File: src/rtl/core/gau_pkg.sv
`default_nettype none

package gau_pkg;

    // Width of the column/row counters and of the held glyph dimensions.
    localparam int COORD_BITS = 8;

    // Entries in the queue between the front end and the expander.
    localparam int QUEUE_DEPTH = 4;
    localparam int QUEUE_AW    = $clog2(QUEUE_DEPTH);

    typedef enum logic [1:0] {
        DEPTH_1 = 2'd0,
        DEPTH_2 = 2'd1,
        DEPTH_4 = 2'd2,
        DEPTH_8 = 2'd3
    } t_depth;

    // One classified input byte as it travels through the queue.
    typedef struct packed {
        logic [7:0]            data;
        logic                  start;
        logic [COORD_BITS-1:0] width;
        logic [COORD_BITS-1:0] height;
        t_depth                depth;
        logic                  supported;
        logic [2:0]            last_idx;
    } t_item;

    // One expanded pixel.
    typedef struct packed {
        logic [7:0] alpha;
        logic [7:0] column;
        logic [7:0] row;
        logic       row_end;
        logic       glyph_end;
        logic       last_of_byte;
    } t_pixel;

endpackage

`default_nettype wire

File: src/rtl/core/gau_front.sv
`default_nettype none

module gau_front (
    input  wire logic                 i_clk,
    input  wire logic                 i_rst_n,
    input  wire logic                 i_cfg_wr_en,
    input  wire logic [3:0]           i_cfg_wr_data,
    input  wire logic                 push,
    output logic                      full,
    input  wire logic [7:0]           i_data_byte,
    input  wire logic                 i_glyph_start,
    input  wire logic [7:0]           i_glyph_width,
    input  wire logic [7:0]           i_glyph_height,
    output gau_pkg::t_item            o_item,
    output logic                      o_valid,
    input  wire logic                 i_take
);

    logic [3:0]                        r_bpp;
    gau_pkg::t_item                    r_mem [gau_pkg::QUEUE_DEPTH];
    logic [gau_pkg::QUEUE_AW-1:0]      r_wr_ptr;
    logic [gau_pkg::QUEUE_AW-1:0]      r_rd_ptr;
    logic [gau_pkg::QUEUE_AW:0]        r_count;
    logic [gau_pkg::QUEUE_AW-1:0]      n_wr_ptr;
    logic [gau_pkg::QUEUE_AW-1:0]      n_rd_ptr;
    logic [gau_pkg::QUEUE_AW:0]        n_count;
    gau_pkg::t_item                    w_item;
    logic                              w_push_ok;
    logic                              w_pop_ok;

    // Classify the byte by the current pixel depth.
    always_comb begin
        w_item.data      = i_data_byte;
        w_item.start     = i_glyph_start;
        w_item.width     = gau_pkg::COORD_BITS'(i_glyph_width);
        w_item.height    = gau_pkg::COORD_BITS'(i_glyph_height);
        w_item.supported = 1'b1;
        case (r_bpp)
            4'd1: begin
                w_item.depth    = gau_pkg::DEPTH_1;
                w_item.last_idx = 3'd7;
            end
            4'd2: begin
                w_item.depth    = gau_pkg::DEPTH_2;
                w_item.last_idx = 3'd3;
            end
            4'd4: begin
                w_item.depth    = gau_pkg::DEPTH_4;
                w_item.last_idx = 3'd1;
            end
            4'd8: begin
                w_item.depth    = gau_pkg::DEPTH_8;
                w_item.last_idx = 3'd0;
            end
            default: begin
                w_item.depth     = gau_pkg::DEPTH_8;
                w_item.last_idx  = 3'd0;
                w_item.supported = 1'b0;
            end
        endcase
    end

    assign full      = (r_count == (gau_pkg::QUEUE_AW+1)'(gau_pkg::QUEUE_DEPTH));
    assign o_valid   = (r_count != '0);
    assign o_item    = r_mem[r_rd_ptr];
    assign w_push_ok = push && !full;
    assign w_pop_ok  = i_take && o_valid;

    always_comb begin
        n_wr_ptr = w_push_ok ? r_wr_ptr + 1'b1 : r_wr_ptr;
        n_rd_ptr = w_pop_ok  ? r_rd_ptr + 1'b1 : r_rd_ptr;
        n_count  = r_count;
        if (w_push_ok && !w_pop_ok) begin
            n_count = r_count + 1'b1;
        end else if (!w_push_ok && w_pop_ok) begin
            n_count = r_count - 1'b1;
        end
    end

    always_ff @(posedge i_clk) begin
        if (!i_rst_n) begin
            r_bpp    <= 4'd1;
            r_wr_ptr <= '0;
            r_rd_ptr <= '0;
            r_count  <= '0;
        end else begin
            if (i_cfg_wr_en) begin
                r_bpp <= i_cfg_wr_data;
            end
            r_wr_ptr <= n_wr_ptr;
            r_rd_ptr <= n_rd_ptr;
            r_count  <= n_count;
        end
    end

    always_ff @(posedge i_clk) begin
        if (w_push_ok) begin
            r_mem[r_wr_ptr] <= w_item;
        end
    end

endmodule

`default_nettype wire

File: src/rtl/core/gau_back.sv
`default_nettype none

module gau_back (
    input  wire logic            i_clk,
    input  wire logic            i_rst_n,
    input  wire gau_pkg::t_item  i_item,
    input  wire logic            i_valid,
    output logic                 o_take,
    output gau_pkg::t_pixel      o_pixel,
    output logic                 empty,
    input  wire logic            pop
);

    localparam int CW = gau_pkg::COORD_BITS;

    logic                  r_busy;
    logic                  r_active;
    logic [CW-1:0]         r_col;
    logic [CW-1:0]         r_row;
    logic [CW-1:0]         r_w;
    logic [CW-1:0]         r_h;
    logic                  r_out_valid;
    logic [7:0]            r_bits;
    logic [2:0]            r_k;
    logic [2:0]            r_last_idx;
    gau_pkg::t_depth       r_depth;
    gau_pkg::t_pixel       r_out;

    logic                  n_busy;
    logic                  n_active;
    logic [CW-1:0]         n_col;
    logic [CW-1:0]         n_row;
    logic [CW-1:0]         n_w;
    logic [CW-1:0]         n_h;
    logic                  n_out_valid;
    logic [7:0]            n_bits;
    logic [2:0]            n_k;
    logic [2:0]            n_last_idx;
    gau_pkg::t_depth       n_depth;
    gau_pkg::t_pixel       n_out;

    logic                  w_adv;
    logic                  w_emit;
    logic                  w_rend;
    logic                  w_gend;
    logic                  w_last;
    logic                  w_take;
    logic [7:0]            w_alpha;

    always_comb begin
        case (r_depth)
            gau_pkg::DEPTH_1: w_alpha = {8{r_bits[7]}};
            gau_pkg::DEPTH_2: w_alpha = {4{r_bits[7:6]}};
            gau_pkg::DEPTH_4: w_alpha = {2{r_bits[7:4]}};
            default:          w_alpha = r_bits;
        endcase
    end

    assign w_adv  = !r_out_valid || pop;
    assign w_emit = r_busy && w_adv;
    assign w_rend = (r_col == r_w - CW'(1));
    assign w_gend = w_rend && (r_row == r_h - CW'(1));
    assign w_last = w_gend || (r_k == r_last_idx);
    assign w_take = i_valid && (!r_busy || (w_emit && w_last));

    always_comb begin
        n_busy      = r_busy;
        n_active    = r_active;
        n_col       = r_col;
        n_row       = r_row;
        n_w         = r_w;
        n_h         = r_h;
        n_out_valid = r_out_valid;
        n_bits      = r_bits;
        n_k         = r_k;
        n_last_idx  = r_last_idx;
        n_depth     = r_depth;
        n_out       = r_out;

        if (w_adv) begin
            n_out_valid        = w_emit;
            n_out.alpha        = w_alpha;
            n_out.column       = 8'(r_col);
            n_out.row          = 8'(r_row);
            n_out.row_end      = w_rend;
            n_out.glyph_end    = w_gend;
            n_out.last_of_byte = w_last;
        end

        // Advance the counters past the pixel just issued.
        if (w_emit) begin
            if (w_gend) begin
                n_active = 1'b0;
                n_col    = '0;
                n_row    = '0;
            end else if (w_rend) begin
                n_col = '0;
                n_row = r_row + CW'(1);
            end else begin
                n_col = r_col + CW'(1);
            end
            case (r_depth)
                gau_pkg::DEPTH_1: n_bits = {r_bits[6:0], 1'b0};
                gau_pkg::DEPTH_2: n_bits = {r_bits[5:0], 2'b0};
                gau_pkg::DEPTH_4: n_bits = {r_bits[3:0], 4'b0};
                default:          n_bits = r_bits;
            endcase
            n_k = r_k + 3'd1;
            if (w_last) begin
                n_busy = 1'b0;
            end
        end

        // Load the next byte; a start overrides the counter update above.
        if (w_take) begin
            if (i_item.start) begin
                n_w      = i_item.width;
                n_h      = i_item.height;
                n_col    = '0;
                n_row    = '0;
                n_active = (i_item.width != '0) && (i_item.height != '0);
            end
            n_busy     = i_item.supported && n_active;
            n_bits     = i_item.data;
            n_k        = 3'd0;
            n_last_idx = i_item.last_idx;
            n_depth    = i_item.depth;
        end
    end

    always_ff @(posedge i_clk) begin
        if (!i_rst_n) begin
            r_busy      <= 1'b0;
            r_active    <= 1'b0;
            r_col       <= '0;
            r_row       <= '0;
            r_w         <= '0;
            r_h         <= '0;
            r_out_valid <= 1'b0;
        end else begin
            r_busy      <= n_busy;
            r_active    <= n_active;
            r_col       <= n_col;
            r_row       <= n_row;
            r_w         <= n_w;
            r_h         <= n_h;
            r_out_valid <= n_out_valid;
        end
    end

    always_ff @(posedge i_clk) begin
        r_bits     <= n_bits;
        r_k        <= n_k;
        r_last_idx <= n_last_idx;
        r_depth    <= n_depth;
        r_out      <= n_out;
    end

    assign o_take  = w_take;
    assign o_pixel = r_out;
    assign empty   = !r_out_valid;

endmodule

`default_nettype wire

File: src/rtl/core/glyph_alpha_unpacker.sv
// Expands packed glyph bitmap bytes (1, 2, 4 or 8 bits per pixel, MSB first,
// continuous across rows) into 8-bit alpha pixels tagged with column, row,
// row end, glyph end and last-of-byte. Write bits_per_pixel only while the
// block is idle. A byte with glyph_start high loads width and height and
// restarts the counters; bytes after the glyph end, bytes of an empty glyph
// and bytes at an unsupported depth produce no pixels. Bytes enter through a
// four-entry queue; the expander issues one pixel per clock, while the
// single output register is empty or popped; a byte yields up to 8
// pixels at 1 bpp, 4 at 2 bpp, 2 at 4 bpp and 1 at 8 bpp, and a new byte
// is taken in the cycle its last pixel issues. The first pixel of a byte
// passes through the queue, the expander's byte register and the output
// register before it appears.
`default_nettype none

module glyph_alpha_unpacker (
    input  wire logic        i_clk,
    input  wire logic        i_rst_n,
    input  wire logic        i_cfg_wr_en,
    input  wire logic [3:0]  i_cfg_wr_data,
    input  wire logic        push,
    output logic             full,
    input  wire logic [7:0]  i_data_byte,
    input  wire logic        i_glyph_start,
    input  wire logic [7:0]  i_glyph_width,
    input  wire logic [7:0]  i_glyph_height,
    output logic             empty,
    input  wire logic        pop,
    output logic [7:0]       o_alpha,
    output logic [7:0]       o_column,
    output logic [7:0]       o_row,
    output logic             o_row_end,
    output logic             o_glyph_end,
    output logic             o_last_of_byte
);

    gau_pkg::t_item  w_item;
    logic            w_item_valid;
    logic            w_take;
    gau_pkg::t_pixel w_pixel;

    // Front end: hold the depth register, classify each byte, queue it.
    gau_front u_front (
        .i_clk          (i_clk),
        .i_rst_n        (i_rst_n),
        .i_cfg_wr_en    (i_cfg_wr_en),
        .i_cfg_wr_data  (i_cfg_wr_data),
        .push           (push),
        .full           (full),
        .i_data_byte    (i_data_byte),
        .i_glyph_start  (i_glyph_start),
        .i_glyph_width  (i_glyph_width),
        .i_glyph_height (i_glyph_height),
        .o_item         (w_item),
        .o_valid        (w_item_valid),
        .i_take         (w_take)
    );

    // Back end: track position in the glyph and issue one pixel per transaction.
    gau_back u_back (
        .i_clk   (i_clk),
        .i_rst_n (i_rst_n),
        .i_item  (w_item),
        .i_valid (w_item_valid),
        .o_take  (w_take),
        .o_pixel (w_pixel),
        .empty   (empty),
        .pop     (pop)
    );

    assign o_alpha        = w_pixel.alpha;
    assign o_column       = w_pixel.column;
    assign o_row          = w_pixel.row;
    assign o_row_end      = w_pixel.row_end;
    assign o_glyph_end    = w_pixel.glyph_end;
    assign o_last_of_byte = w_pixel.last_of_byte;

endmodule

`default_nettype wire
File: config.mk
export PLATFORM = sky130hd
export DESIGN_NAME = glyph_alpha_unpacker
export DESIGN_NICKNAME = d
export VERILOG_FILES = /design/src/rtl/core/gau_pkg.sv /design/src/rtl/core/gau_front.sv /design/src/rtl/core/gau_back.sv /design/src/rtl/core/glyph_alpha_unpacker.sv
export SDC_FILE = /design/constraint.sdc
export NUM_CORES = 1
export LEC_CHECK = 0
export ABC_AREA = 1
export BUFFER_PORTS_ARGS = -buffer_cell sky130_fd_sc_hd__buf_4
export CORE_UTILIZATION = 60
export CTS_CLUSTER_SIZE = 24
export DETAILED_ROUTE_END_ITERATION = 10
export PLACE_DENSITY = 0.83
export SYNTH_ARGS = -nofsm -noshare
export SYNTH_HDL_FRONTEND = slang
export SYNTH_SLANG_ARGS = --single-unit
File: constraint.sdc
create_clock -name i_clk -period 3.8 [get_ports i_clk]
set_input_delay 0.76 -clock i_clk [delete_from_list [all_inputs] [get_ports i_clk]]
set_output_delay 0.76 -clock i_clk [all_outputs]
set_load 0.1 [all_outputs]
Word level (Yosys, flattened, before mapping)
Memories as Yosys holds them, arrays and structs flattened. A register that Yosys moved wholly into a read port is not among the register bits. Index checks and enable logic that the tools add are counted.

Flip-flop bits (word level): 89. RAM bits: 124. Bits of input ports: 34. Output and inout port bits: 29. Logic and storage cells: 102. Memories: 1.

Add/subtract/negate cells: 9. Equality and inequality tests: 10. Multiplexer cells: 31. Reduce and logical (&&, ||, !) cells: 30.

Memories: u_front.r_mem (words 4, bits a word 31, read ports 1, clocked after memory_dff 1, write ports 1, RTL line gau_front.sv:20) `gau_pkg::t_item r_mem [gau_pkg::QUEUE_DEPTH];`.

Operator list (number): 8-bit two-way mux (12); 8-bit case mux with 3 select lines (1); 7-bit case mux with 3 select lines (1); 8-bit by 1-bit adder with 8-bit output, second input constant (2); 8-bit equality test (2); 8-bit nonzero test (2); 8-bit by 1-bit subtractor with 8-bit output, second input constant (2); 1-bit two-way mux (11); 1-bit logical AND (10); 3-bit case mux with 3 select lines (1); 3-bit by 1-bit adder with 3-bit output, second input constant (2); 3-bit two-way mux (2); 2-bit case mux with 3 select lines (1); 2-bit AND reduction (3); 2-bit nonzero test (3); 1-bit zero test (5); 2-bit by 1-bit adder with 2-bit output, second input constant (2); 4-bit by 1-bit equality test with 1-bit output, second input constant (1); 4-bit by 2-bit equality test with 1-bit output, second input constant (1); 4-bit by 3-bit equality test with 1-bit output, second input constant (1); 4-bit equality test, second input constant (1); 2-bit two-way mux (2); 4-bit nonzero test (1); 4-bit OR reduction (1); other kinds (8) (10).

Logic depth before layout (Yosys ltp)
Word-level depth: 11. Depth in mapped cells: 25. Depth with buffers taken out: 23.

By module
A second synthesis with hierarchy kept.

Cells, all modules: 891. Area, all modules: 9415.3 um2.

By module, submodules not included: gau_front (times used 1, cells each 399, area an instance 5426.5 um2, seq. area each 3983.8 um2); gau_back (times used 1, cells each 492, area an instance 3988.8 um2, seq. area each 1961.9 um2).

Worst setup path after synthesis
Ideal clock, no wire load.

Kind: reg2reg. From: register u_front.r_count[0] (netlist bit). To: register u_front.r_count[1] (netlist bit). Library setup time: 0.116 ns. Arrival time: 3.703 ns. Required time: 3.684 ns. Path slack: -0.019 ns. Cell stages (with the launch flop): 8. Path buffers: 0. Clock period less this slack: 3.819 ns. Path through: dfxtp_1 > nor3_1 > nor2_1 > ha_1 > inv_1 > fa_1 > o21ai_0 > nor2_1.

Elaborated cells between the ends (all ways): 15. Classes of those cells: add/sub (2); eq/ne (1); mux (2); reduce/logical (10).

RTL lines: start: declaration (RTL line gau_front.sv:23) `logic [gau_pkg::QUEUE_AW:0] r_count;`; start signal: assignment (RTL line gau_front.sv:92) `r_count <= n_count;`; 3-bit equality test (RTL line gau_front.sv:63) `assign full = (r_count == (gau_pkg::QUEUE_AW+1)'(gau_pkg::QUEUE_DEPTH));`; net full (RTL line glyph_alpha_unpacker.sv:21) `output logic full,`; 1-bit zero test (RTL line gau_front.sv:66) `assign w_push_ok = push && !full;`; 1-bit logical AND (RTL line gau_front.sv:66); net u_front.w_push_ok (RTL line gau_front.sv:28) `logic w_push_ok;`; 1-bit logical AND (RTL line gau_front.sv:73) `if (w_push_ok && !w_pop_ok) begin`; 3-bit two-way mux (RTL line gau_front.sv:73); net u_front.n_count (one bit) (RTL line gau_front.sv:26) `logic [gau_pkg::QUEUE_AW:0] n_count;`.

The timed path passes the listed nets, and every way through them passes these cells. The select of a mux whose other input is x is not followed. A chain may end at the register's enable or synchronous reset.

Final worst setup path
From: register u_back.r_w[0]. To: register u_front.r_count[1] (netlist bit).

Longest elaborated chain between the ends: 11. Elaborated cells between the ends (all ways): 13. Classes of those cells: add/sub (1); eq/ne (1); mux (1); reduce/logical (10).

Ends and longest elaborated chain: start: declaration (RTL line gau_back.sv:20) `logic [CW-1:0] r_w;`; start signal: assignment (RTL line gau_back.sv:145) `r_w <= n_w;`; 8-bit by 1-bit subtractor with 8-bit output (RTL line gau_back.sv:61) `assign w_rend = (r_col == r_w - CW'(1));`; 8-bit equality test (RTL line gau_back.sv:61); net u_back.w_rend (RTL line gau_back.sv:44) `logic w_rend;`; 1-bit logical AND (RTL line gau_back.sv:62) `assign w_gend = w_rend && (r_row == r_h - CW'(1));`; 1-bit logical OR (RTL line gau_back.sv:63) `assign w_last = w_gend || (r_k == r_last_idx);`; net u_back.w_last (RTL line gau_back.sv:46) `logic w_last;`; 1-bit logical AND (RTL line gau_back.sv:64) `assign w_take = i_valid && (!r_busy || (w_emit && w_last));`; 1-bit logical OR (RTL line gau_back.sv:64); 1-bit logical AND (RTL line gau_back.sv:64); 1-bit logical AND (RTL line gau_front.sv:67) `assign w_pop_ok = i_take && o_valid;`; 1-bit zero test (RTL line gau_front.sv:73); 1-bit logical AND (RTL line gau_front.sv:73); 3-bit two-way mux (RTL line gau_front.sv:73); net u_front.n_count (one bit) (RTL line gau_front.sv:26).

The timed path passes the listed nets, and every way through them passes these cells.

==> metrics <==
outcome=finished, final reports clean; most used flip-flop cell after synthesis=edfxtp_1; Yosys Warn Count=0; part of the power in registers=0.361; DP Cell Count=~1.2k; NetSw=roughly 3600 uW; num rows=between 40 and 50; clock root buffer=clkbuf_16; Setup Skew=0.01692 ns; Sw Ratio=0.3942; Synth Cell Area=0.009438 mm^2; I/O pin cnt=63; Slew Viols, Final=0; die width=between 100 and 150 um; antenna-violating nets left=0; post-CTS setup buffer count=0; GR Overflow Total=0; Yosys reg bits=around 220; fraction of layout cells with a size suffix above 1=0.1465; drt first-iter violations=a little under 500; Post-synth top cells=nand2_1 (197), edfxtp_1 (164), nor2_1 (115); CTS buffer count=23; CTS H-tree depth=1; CTS sink count=approximately 220; vias post-DR=between 6k and 7k; fmax=approximately 330 MHz; number of port buffers=62; worst-case vdd ir drop=0.5612 mV; Die Y=approximately 130 um; diode count=0; final std cells w/o fill=between 1k and 1.5k; pin slew with the least headroom to its limit=0.7433 ns; die area=~0.016 mm^2; leakage power=approximately 0.0045 uW; top cell type's share of synthesized area=0.5218; core area=approximately 0.015 mm^2; Tot GR Track Use=0.2376; critical path startpoint category=register; Worst-path clk slew=roughly 0.060 ns; Setup TNS=0 ns; Synth area leader=edfxtp_1; Routed WL per cell=15.14 um; most frequent CP cell=nand2_4; largest net degree at the start of global routing=48; combinational group share of total power=0.379; Final period util=0.8088; GPL Wtd Cong=0.8831; number of remaining DRC errors=0; Post-Syn Nets=974; Async SR Flop Fraction=0; register area share after synthesis=0.6300; CP cell instances=inv_2, ha_1, nand2_1, inv_1, nor2_1, nand2_1, inv_1, nand3_1, nor2_2, nand2_2, nor2_4, nand2_4, nand2_4, nand2_4, nand2_4, nand2_8, ha_1, inv_1, fa_1, o21ai_0, nor2_1; Routed WL=approximately 18000 um; worst-path maximum fanout=18; Cell variety after synth=between 40 and 50; Hold-fix buffers, CTS=0; Post-CTS Resized=0; global-route wire length before repair=30340 um; Pint=between 5000 and 6000 uW; area grow syn2layout=15.82%; Final setup viols=0; critical path's slowest cell=fa_1; clock insertion delay at the later pin of the skew report=between 0.5 and 0.6 ns; Mean Syn Cell Area=between 10 and 15 um^2; Via density=5.355; Longest Clk Path Bufs=3; EDFF count, synth=~160; reg2reg start=u_back.r_w[0]$_SDFFE_PN0P_; slowest stage delay, CP=approximately 0.40 ns; max cap viols=0; PD cells=roughly 830 mW/mm^2; CTS tree=yes; CP Class=reg -> reg; Final #Nets=roughly 1.0k; Initial Util=0.6185; top area cells in the synthesized netlist=edfxtp_1 (52%), dfxtp_1 (11%), nand2_1 (7.8%); Slew HR=0.5007; DR pass1 iterations=5; Hold WC Path Type=in -> reg; top-count cell post-synth=nand2_1; number of global-route vias before repair=6451; Mapped Cells=925; min-delay src=i_glyph_width[1]; CP startpoint=u_back.r_w[0]$_SDFFE_PN0P_; initial antenna violation count=0; Clk pwr share=0.261; unrepaired setup endpoints after global routing=no; Worst Setup End Kind=register; placed wire-length estimate=11890 um; Worst EP arrival=approximately 3.5 ns; Worst EP required=4.21 ns; final hold vios=0; Tmin final=slightly above 3 ns
-- final cells by class --
class / count / area (um^2)
fillers: 1062 / 4328
clock inverters: 15 / 219.0
multi-input cells: 578 / 2972
inverters: 103 / 387.9
clock buffers: 27 / 600.6
well taps: 211 / 264.0
flip-flops and latches: 215 / 5947
repair buffers: 72 / 540.5
-- final timing paths --
check,endpoint,slack (ns),depth (start not counted)
max reg2reg,u_front.r_count[1]$_SDFFE_PN0P_,0.73,21
min reg2reg,u_front.r_wr_ptr[0]$_SDFFE_PN0P_,0.50,1
min,u_front.r_mem[3][15]$_DFFE_PP_,0.43,1
max,u_front.r_count[1]$_SDFFE_PN0P_,0.73,21
-- per-layer routing --
layer	GRT usage	wire, um
met2	0.4147	9235
met5	0	0
met3	0.03727	899
met1	0.2981	7841
met4	0.09314	510
-- placed cells by master, fill, tap and decap left out, types with 17 or more instances in the layout --
cell,Yosys,routed
buf_4,1,72
edfxtp_1,164,164
o21ai_0,55,55
inv_1,91,91
dfxtp_1,51,50
a21oi_1,35,35
clkbuf_16,0,23
nand3_1,41,41
nor3_1,18,17
nand2_1,197,197
xor2_1,20,20
nor2_1,115,111
-- cells by family (layout without fill, tap and decap cells) --
group,after synthesis,in the layout,share of synthesized area
adders and majority gates,15,15,0.02068
DFF,215,215,0.6300
and+or+nand+nor,408,408,0.1864
AOI/OAI and AO/OA,124,124,0.07742
buffers and inverters,132,217,0.05674
xor gates and xnor gates,31,31,0.02877
-- power groups by stage --
stage | logic (uW) | registers, uW | clock network (uW)
after floorplan | 2260 | 3730 | 0
after detailed placement | 3410 | 3330 | 0
final | 3450 | 3290 | 2370
after CTS | 3450 | 3280 | 2400
after global routing | 3830 | 3330 | 2500
after global placement | 3320 | 3320 | 0
-- registers in the layout (all words and copies together) (netlist names), 3 cells and up, named ones only --
name and count:
u_back.r_row 8, u_back.r_k 3, u_front.r_bpp 4, u_back.r_w 8
u_front.r_mem 124, u_back.r_h 8, u_back.r_col 8, u_back.r_bits 8
u_back.r_last_idx 3, u_back.o_pixel 27, u_front.r_count 3
-- worst max-delay path, delay by kind of cell (launching register included) --
| kind | cells | cell delay [ns] |
|---|---|---|
| AO/OA/AOI/OAI | 1 | 0.15 |
| adder cells (fa/ha/maj) | 3 | 0.96 |
| buffers and inverters | 4 | 0.28 |
| flip-flops | 1 | 0.38 |
| AND/OR/NAND/NOR | 13 | 1.20 |
-- stage by stage --
| step | setup slack [ns] | area [um^2] | power, uW | util | hold slack (ns) |
|---|---|---|---|---|---|
| global placement | 0.8004 | 10110 | 6641 | 0.6626 | 0.4796 |
| global route | 0.4539 | 10930 | 9654 | 0.7164 | 0.4188 |
| floorplan | 0.07226 | 9443 | 5994 | - | 0.4029 |
| detailed placement | 0.7662 | 10110 | 6741 | 0.6626 | 0.4941 |
| CTS | 0.7322 | 10930 | 9131 | 0.7164 | 0.4179 |
| finish | 0.7266 | 10930 | 9114 | 0.7164 | 0.4329 |
(Power assumes the default switching activity.)
